[config.mk]
export PLATFORM = sky130hd
export DESIGN_NAME = md5_message_digest
export DESIGN_NICKNAME = d
export VERILOG_FILES = /design/src/rtl/md5md_pkg.sv /design/src/rtl/md5_message_digest.sv /design/src/rtl/md5md_ram.sv /design/src/rtl/md5md_round.sv
export SDC_FILE = /design/constraint.sdc
export NUM_CORES = 2
export LEC_CHECK = 0
export ABC_AREA = 1
export BUFFER_PORTS_ARGS = -buffer_cell sky130_fd_sc_hd__buf_2
export CAP_MARGIN = 20
export CORE_MARGIN = 1
export CORE_UTILIZATION = 30
export DETAILED_ROUTE_END_ITERATION = 6
export PLACE_DENSITY = 0.42
export SKIP_LAST_GASP = 1
export SYNTH_ARGS = -nofsm -noshare
export SYNTH_HDL_FRONTEND = slang
export SYNTH_HIERARCHICAL = 1
export SYNTH_SLANG_ARGS = --single-unit
[constraint.sdc]
create_clock -name clk -period 13.3 [get_ports clk]
set_clock_uncertainty 0.05 [all_clocks]
set_input_delay 0 -clock clk [delete_from_list [all_inputs] [get_ports clk]]
set_output_delay 0 -clock clk [all_outputs]
set_load 0.05 [all_outputs]
[src/rtl/md5md_pkg.sv]
// md5md_pkg: constants, tables and helper functions of the md5 message digest
// used by md5md_round and md5_message_digest; no dependencies

package md5md_pkg;

  localparam int WordW     = 32;
  localparam int BlockWords = 16;
  localparam int AddrW     = 4;
  localparam int Rounds    = 64;
  localparam int RoundW    = 6;

  localparam logic [31:0] InitA  = 32'h67452301;
  localparam logic [31:0] InitB  = 32'hefcdab89;
  localparam logic [31:0] InitC  = 32'h98badcfe;
  localparam logic [31:0] InitD  = 32'h10325476;
  localparam logic [31:0] PadOne = 32'h00000080;

  typedef logic [31:0] word_t;

  // additive step constants, one per round
  localparam word_t StepConst [Rounds] = '{
    32'hd76aa478, 32'he8c7b756, 32'h242070db, 32'hc1bdceee,
    32'hf57c0faf, 32'h4787c62a, 32'ha8304613, 32'hfd469501,
    32'h698098d8, 32'h8b44f7af, 32'hffff5bb1, 32'h895cd7be,
    32'h6b901122, 32'hfd987193, 32'ha679438e, 32'h49b40821,
    32'hf61e2562, 32'hc040b340, 32'h265e5a51, 32'he9b6c7aa,
    32'hd62f105d, 32'h02441453, 32'hd8a1e681, 32'he7d3fbc8,
    32'h21e1cde6, 32'hc33707d6, 32'hf4d50d87, 32'h455a14ed,
    32'ha9e3e905, 32'hfcefa3f8, 32'h676f02d9, 32'h8d2a4c8a,
    32'hfffa3942, 32'h8771f681, 32'h6d9d6122, 32'hfde5380c,
    32'ha4beea44, 32'h4bdecfa9, 32'hf6bb4b60, 32'hbebfbc70,
    32'h289b7ec6, 32'heaa127fa, 32'hd4ef3085, 32'h04881d05,
    32'hd9d4d039, 32'he6db99e5, 32'h1fa27cf8, 32'hc4ac5665,
    32'hf4292244, 32'h432aff97, 32'hab9423a7, 32'hfc93a039,
    32'h655b59c3, 32'h8f0ccc92, 32'hffeff47d, 32'h85845dd1,
    32'h6fa87e4f, 32'hfe2ce6e0, 32'ha3014314, 32'h4e0811a1,
    32'hf7537e82, 32'hbd3af235, 32'h2ad7d2bb, 32'heb86d391
  };

  // message word index used by a round
  function automatic logic [AddrW-1:0] msg_index(input logic [RoundW-1:0] r);
    logic [AddrW-1:0] lo;
    lo = r[AddrW-1:0];
    case (r[RoundW-1:RoundW-2])
      2'd0:    msg_index = lo;
      2'd1:    msg_index = AddrW'(lo * 4'd5 + 4'd1);
      2'd2:    msg_index = AddrW'(lo * 4'd3 + 4'd5);
      default: msg_index = AddrW'(lo * 4'd7);
    endcase
  endfunction

  // left rotate amount of a round
  function automatic logic [4:0] rot_amount(input logic [RoundW-1:0] r);
    logic [3:0] sel;
    sel = {r[RoundW-1:RoundW-2], r[1:0]};
    case (sel)
      4'h0: rot_amount = 5'd7;   4'h1: rot_amount = 5'd12;
      4'h2: rot_amount = 5'd17;  4'h3: rot_amount = 5'd22;
      4'h4: rot_amount = 5'd5;   4'h5: rot_amount = 5'd9;
      4'h6: rot_amount = 5'd14;  4'h7: rot_amount = 5'd20;
      4'h8: rot_amount = 5'd4;   4'h9: rot_amount = 5'd11;
      4'ha: rot_amount = 5'd16;  4'hb: rot_amount = 5'd23;
      4'hc: rot_amount = 5'd6;   4'hd: rot_amount = 5'd10;
      4'he: rot_amount = 5'd15;  default: rot_amount = 5'd21;
    endcase
  endfunction

  // final partial word: keep valid low bytes, put the pad byte above them (a full word passes unchanged)
  function automatic word_t pad_word(input word_t w, input logic [2:0] n);
    case (n)
      3'd0:    pad_word = PadOne;
      3'd1:    pad_word = {16'h0000, 8'h80, w[7:0]};
      3'd2:    pad_word = {8'h00, 8'h80, w[15:0]};
      3'd3:    pad_word = {8'h80, w[23:0]};
      default: pad_word = w;
    endcase
  endfunction

endpackage

[src/rtl/md5_message_digest.sv]
// md5 message digest: word in, four digest beats out per message
// a last beat is followed by padding writes, then one or two blocks, each a prime,
// 64 rounds and a fold, before the first digest beat
// input stalls while a block is padded or compressed, at one round per cycle
// reset: synchronous, chaining value to md5 initial values, length and fill to zero
// depends on md5md_pkg, md5md_ram, md5md_round

module md5_message_digest (
  input  logic        clk,
  input  logic        rst,
  input  logic        in_valid,
  output logic        in_stall,
  input  logic [31:0] data_word,
  input  logic [2:0]  valid_bytes,
  input  logic        last_item,
  output logic        out_valid,
  input  logic        out_stall,
  output logic [31:0] digest_word,
  output logic [1:0]  word_index,
  output logic        last_word
);

  localparam logic [2:0] StIdle  = 3'd0;
  localparam logic [2:0] StPad   = 3'd1;
  localparam logic [2:0] StPrime = 3'd2;
  localparam logic [2:0] StComp  = 3'd3;
  localparam logic [2:0] StFold  = 3'd4;
  localparam logic [2:0] StOut   = 3'd5;

  logic [2:0]  state;
  logic [2:0]  ret_state;
  logic [md5md_pkg::AddrW-1:0]  fill;
  logic [md5md_pkg::RoundW-1:0] round;
  logic [63:0] bit_length;
  logic        pad_pend;
  logic        len_lo;
  logic [1:0]  out_idx;
  md5md_pkg::word_t cv [4];
  md5md_pkg::word_t a, b, c, d;

  logic        wr_en;
  md5md_pkg::word_t wr_data;
  logic [md5md_pkg::AddrW-1:0] rd_addr;
  md5md_pkg::word_t rd_data;
  md5md_pkg::word_t b_new;
  logic [2:0]  n_sat;
  logic        in_beat;
  logic        out_beat;

  assign in_stall  = (state != StIdle);
  assign in_beat   = in_valid && !in_stall;
  assign out_valid = (state == StOut);
  assign out_beat  = out_valid && !out_stall;
  assign n_sat     = (valid_bytes > 3'd4) ? 3'd4 : valid_bytes;

  // digest beat payload straight from the chaining registers
  assign digest_word = cv[out_idx];
  assign word_index  = out_idx;
  assign last_word   = (out_idx == 2'd3);

  // write data for the message block
  always_comb begin
    wr_en   = 1'b0;
    wr_data = '0;
    if (in_beat) begin
      wr_en   = 1'b1;
      wr_data = last_item ? md5md_pkg::pad_word(data_word, n_sat) : data_word;
    end else if (state == StPad) begin
      wr_en = 1'b1;
      if (pad_pend) begin
        wr_data = md5md_pkg::PadOne;
      end else if (fill == 4'd14) begin
        wr_data = bit_length[31:0];
      end else if (fill == 4'd15 && len_lo) begin
        wr_data = bit_length[63:32];
      end else begin
        wr_data = '0;
      end
    end
  end

  // prefetch the message word of the next round
  assign rd_addr = (state == StPrime) ? md5md_pkg::msg_index('0)
                                      : md5md_pkg::msg_index(round + 6'd1);

  md5md_ram #(
    .WIDTH(md5md_pkg::WordW),
    .DEPTH(md5md_pkg::BlockWords)
  ) u_block (
    .clk  (clk),
    .we   (wr_en),
    .waddr(fill),
    .wdata(wr_data),
    .raddr(rd_addr),
    .rdata(rd_data)
  );

  md5md_round u_round (
    .a    (a),
    .b    (b),
    .c    (c),
    .d    (d),
    .m    (rd_data),
    .round(round),
    .b_new(b_new)
  );

  // working variables, no reset needed
  always_ff @(posedge clk) begin
    if (state == StPrime) begin
      a <= cv[0];
      b <= cv[1];
      c <= cv[2];
      d <= cv[3];
    end else if (state == StComp) begin
      a <= d;
      d <= c;
      c <= b;
      b <= b_new;
    end
  end

  // control sequencer
  always_ff @(posedge clk) begin
    if (rst) begin
      state      <= StIdle;
      ret_state  <= StIdle;
      fill       <= '0;
      round      <= '0;
      bit_length <= '0;
      pad_pend   <= 1'b0;
      len_lo     <= 1'b0;
      out_idx    <= '0;
      cv[0]      <= md5md_pkg::InitA;
      cv[1]      <= md5md_pkg::InitB;
      cv[2]      <= md5md_pkg::InitC;
      cv[3]      <= md5md_pkg::InitD;
    end else begin
      case (state)
        StIdle: begin
          if (in_beat) begin
            fill <= fill + 4'd1;
            if (!last_item) begin
              bit_length <= bit_length + 64'd32;
              if (fill == 4'd15) begin
                state     <= StPrime;
                ret_state <= StIdle;
              end
            end else begin
              bit_length <= bit_length + {58'd0, n_sat, 3'b000};
              pad_pend   <= (n_sat == 3'd4);
              len_lo     <= 1'b0;
              if (fill == 4'd15) begin
                state     <= StPrime;
                ret_state <= StPad;
              end else begin
                state <= StPad;
              end
            end
          end
        end
        StPad: begin
          fill <= fill + 4'd1;
          if (pad_pend) begin
            pad_pend <= 1'b0;
            if (fill == 4'd15) begin
              state     <= StPrime;
              ret_state <= StPad;
            end
          end else if (fill == 4'd14) begin
            len_lo <= 1'b1;
          end else if (fill == 4'd15) begin
            state     <= StPrime;
            ret_state <= len_lo ? StOut : StPad;
          end
        end
        StPrime: begin
          round <= '0;
          state <= StComp;
        end
        StComp: begin
          round <= round + 6'd1;
          if (round == 6'd63) begin
            state <= StFold;
          end
        end
        StFold: begin
          cv[0] <= cv[0] + a;
          cv[1] <= cv[1] + b;
          cv[2] <= cv[2] + c;
          cv[3] <= cv[3] + d;
          state <= ret_state;
        end
        StOut: begin
          if (out_beat) begin
            out_idx <= out_idx + 2'd1;
            if (out_idx == 2'd3) begin
              cv[0]      <= md5md_pkg::InitA;
              cv[1]      <= md5md_pkg::InitB;
              cv[2]      <= md5md_pkg::InitC;
              cv[3]      <= md5md_pkg::InitD;
              bit_length <= '0;
              fill       <= '0;
              state      <= StIdle;
            end
          end
        end
        default: begin
          state <= StIdle;
        end
      endcase
    end
  end

endmodule

[src/rtl/md5md_ram.sv]
// md5md_ram: generic single write port, single read port ram
// registered read data; no dependencies

module md5md_ram #(
  parameter int WIDTH = 32,
  parameter int DEPTH = 16
) (
  input  logic                     clk,
  input  logic                     we,
  input  logic [$clog2(DEPTH)-1:0] waddr,
  input  logic [WIDTH-1:0]         wdata,
  input  logic [$clog2(DEPTH)-1:0] raddr,
  output logic [WIDTH-1:0]         rdata
);

  logic [WIDTH-1:0] mem [DEPTH];

  // write port and registered read port
  always_ff @(posedge clk) begin
    if (we) begin
      mem[waddr] <= wdata;
    end
    rdata <= mem[raddr];
  end

endmodule

[src/rtl/md5md_round.sv]
// md5md_round: one md5 compression step, combinational
// depends on md5md_pkg for the step constants and rotate table

module md5md_round (
  input  md5md_pkg::word_t              a,
  input  md5md_pkg::word_t              b,
  input  md5md_pkg::word_t              c,
  input  md5md_pkg::word_t              d,
  input  md5md_pkg::word_t              m,
  input  logic [md5md_pkg::RoundW-1:0]  round,
  output md5md_pkg::word_t              b_new
);

  md5md_pkg::word_t f;
  md5md_pkg::word_t sum;
  logic [63:0]      rot;
  logic [4:0]       s;

  // round function by group of sixteen
  always_comb begin
    case (round[md5md_pkg::RoundW-1:md5md_pkg::RoundW-2])
      2'd0:    f = (b & c) | (~b & d);
      2'd1:    f = (b & d) | (c & ~d);
      2'd2:    f = b ^ c ^ d;
      default: f = c ^ (b | ~d);
    endcase
  end

  // add, rotate, add
  assign sum   = a + f + md5md_pkg::StepConst[round] + m;
  assign s     = md5md_pkg::rot_amount(round);
  assign rot   = {sum, sum} << s;
  assign b_new = b + rot[63:32];

endmodule
==> impl_metrics.csv <==
group,metric,value,unit
synthesis,synth_nets,8379,
cells_and_area,layout.cells.non_filler,10851,
setup_path,crit_slowest_cell,"dfxtp_1",
grt,antenna_found_initial,5,
pwr,powerDensity,106,nW/um2
synthesis,synth_adder_area_share,6.95,%
timing,fin_setup_tns,0,ps
clock_tree,cts_buffers,108,
clock_tree,post_cts_buffers,0,
floorplanning,row_count,163,
pwr,pwr-share-seq,43.6,%
synthesis,synthXorXnorAreaFrac,1.25,%
hold_path,hold_depth,4,
timing,slew_violations,0,
clock_tree,clockBufferDepth,3,
timing,finalCriticalPeriod,8920,ps
synthesis,yosysWarnings,6,
timing,finalSetupViolations,0,
detailed_routing,drtPass1Iterations,6,
setup_path,ff2ff_path_depth,41,
setup_path,r2r_start,"round[4]$_SDFFE_PP0P_",
setup_path,r2r_slack,4380,ps
timing,slew_headroom,22.7,%
timing,final-hold-violation-count,0,
synthesis,ys_ff_latch,883,
timing,period_share,67.1,%
setup_path,critical-path-max-stage-delay,870,ps
floorplanning,coreArea,197000,um2
run_status,status,"completed",
setup_path,crit_top_cell,"nand2_1",
grt,grt_pass1_wl,375000,um
timing,max_slew.worst_pin.slew,1160,ps
floorplanning,ioPinCount,77,
pwr,cellLeakagePower,29.4,nW
synthesis,syn-instance-count,8050,
synthesis,post-synth-top-area-fraction,35.5,%
synthesis,synth-simple-area-share,29.9,%
setup_path,crit_fanout,23,
place,placed_cells,10602,
detailed_routing,avgViaCountPerCell,5.08,
hold_path,worstHoldStart,"data_word[12]",
place,gp_congestion,0.962,
synthesis,synth_top_cell_by_area,"edfxtp_1",
synthesis,synth_area_leaders,"edfxtp_1, nand2_1, nand3_1",
timing,rsz0062_at_grt,"false",
synthesis,synthTopCellsByCount,"nand2_1, inv_1, nand3_1",
setup_path,endpoint_kind,"flip-flop",
pwr,p_switching,2.02,mW
pwr,switching_share,28.5,%
synthesis,yosysUniqueCellTypes,69,
floorplanning,die_h,447,um
clock_tree,clkSinkCount,883,
place,place_ws,4520,ps
synthesis,avgSynthCellArea,7.39,um2
synthesis,synth_compound_area_share,10.2,%
pwr,irDropWorstVdd,128,uV
pwr,power,7.07,mW
grt,overflow,0,
synthesis,yosysMostFrequentCell,"nand2_1",
synthesis,synth_edf_count,704,
pwr,power_frac_clock,43.1,%
floorplanning,dieArea,200000,um2
detailed_routing,wire_per_inst,24.3,um
setup_path,crit_required,13780,ps
cells_and_area,fin_nets,8443,
cells_and_area,fin_util,33.9,%
clock_tree,cts_root_buf,"clkbuf_16",
place,portBuffers,76,
grt,grtUsageTotal,25.9,%
clock_tree,htreeDepth,3,
pwr,intPower,5.06,mW
synthesis,async_reset_ff_share,0,%
clock_tree,cts_tree,"built",
place,hpwl,191000,um
detailed_routing,drc,0,
clock_tree,clk_pin_slew,60,ps
floorplanning,die_w,447,um
synthesis,synth_top_family_by_area,"simple AND/OR/NAND/NOR gates",
synthesis,syn_area,59500,um2
grt,grt_max_degree,187,
clock_tree,ctsHoldBuffers,41,
floorplanning,initial_core_util,30.2,%
grt,grt_pass1_vias,52331,
setup_path,path_class,"flip-flop to flip-flop",
detailed_routing,drt-initial-drc-count,5021,
synthesis,synth-main-ff-cell,"edfxtp_1",
hold_path,worstHoldEndpoint,"u_block/mem[10][12]$_DFFE_PP_",
setup_path,cp.arrival,9410,ps
timing,clock.fmax,112,MHz
hold_path,hold_path_class,"primary input to flip-flop",
pwr,combinationalPowerShare,13.3,%
clock_tree,cts_resized,0,
setup_path,r2r_end,"b[24]$_DFFE_PP_",
clock_tree,clkLatencyLatePin,820,ps
detailed_routing,postRouteAntennaNets,0,
cells_and_area,syn2layout_area_growth,12.4,%
cells_and_area,layout-drive-gt1-share,6.12,%
timing,worst_slack,4380,ps
synthesis,yosysSeqAreaShare,41.6,%
job,maxCapViolations,0,
setup_path,critPathLaunchType,"flip-flop",
detailed_routing,vias,55175,
synthesis,synthMuxAreaShare,0.0336,%
detailed_routing,routed_wl,263000,um
[cells in the final DEF, fill, tap and decap left out, types with 28 or more instances in the layout]
cell,netlist,routed
xnor2_1,30,30
fa_1,69,69
or2_2,36,36
nand2_1,2439,2438
o22ai_1,53,53
buf_2,76,77
xor2_1,55,55
ha_1,220,220
o31ai_1,28,28
edfxtp_1,704,704
nand3_1,976,976
clkbuf_16,0,108
nor2_1,560,542
o211ai_1,30,30
inv_1,1184,1179
a21oi_1,438,434
dlygate4sd3_1,0,41
nand4_1,44,44
nor3_1,92,92
buf_4,15,110
o21ai_0,367,362
dfxtp_1,179,176
[per-layer routing]
layer / track usage, % / share of wire, %
met3: 3.33 / 5.3
met5: 0 / 0.0042
met4: 8.64 / 3.7
met1: 34.7 / 45
met2: 42.7 / 47
[final cells by class]
cell class | instances | area [um2]
Antenna cell | 2 | 5.00
Clock buffer | 150 | 3060
Clock inverter | 55 | 587
Fill cell | 21228 | 130000
Inverter | 1205 | 4540
Multi-Input combinational cell | 5686 | 29000
Sequential cell | 883 | 24700
Tap cell | 2640 | 3300
Timing Repair Buffer | 230 | 1650
[power by group through the flow]
stage	Sequential [mW]	Combinational, mW	Clock [mW]
floorplan	3.12	0.604	0
global placement	3.14	0.935	0
detailed placement	3.14	0.929	0
CTS	3.08	0.943	3.12
global route	3.08	1.05	3.21
finish	3.08	0.944	3.05
[state kept, by name, summed over array words and instances, names as in the netlist, 4 cells and up, named ones only]
signal         cells
d                 32
b                 32
u_block/rdata     32
c                 32
bit_length        61
round              6
u_block/mem      512
cv               128
fill               4
a                 32
[stage by stage]
stage                     instance area (um2)  hold WS, ps
after global placement                  62800          387
after global routing                    66800          152
final                                   66800          171
after detailed placement                62800          380
after CTS                               66800          101
after floorplan                         59500          150
[worst max-delay path by stage]
stage / end / from / slack [ps]
6_report: b[24]$_DFFE_PP_ / round[4]$_SDFFE_PP0P_ / 4380
5_1_grt: b[24]$_DFFE_PP_ / round[4]$_SDFFE_PP0P_ / 3930
4_1_cts: b[24]$_DFFE_PP_ / round[4]$_SDFFE_PP0P_ / 4460
3_5_place_dp: b[24]$_DFFE_PP_ / round[4]$_SDFFE_PP0P_ / 4520
3_3_place_gp: b[24]$_DFFE_PP_ / round[4]$_SDFFE_PP0P_ / 4470
2_1_floorplan: u_block/rdata[10]$_DFF_P_ / state[1]$_SDFFE_PP0P_ / 5180
[cells by family (layout without fill, tap and decap cells)]
group                      Yosys count  count (layout)
muxes                                2               2
adders and majority gates          289             289
buffers and inverters             1481            1640
DFF                                883             883
xor gates and xnor gates            85              85
other                                0               2
and+or+nand+nor                   4230            4230
AOI/OAI and AO/OA                 1080            1080
[worst max-delay path: cells and delay by family, from the launching register on]
family          cells  cell delay (ps)
fa+ha+maj           5             2090
compound gates      7             1900
xor+xnor            1              140
flops               1              870
buf+inv             5             1290
simple gates       23             2230
Power figures use the tool's default switching activity.
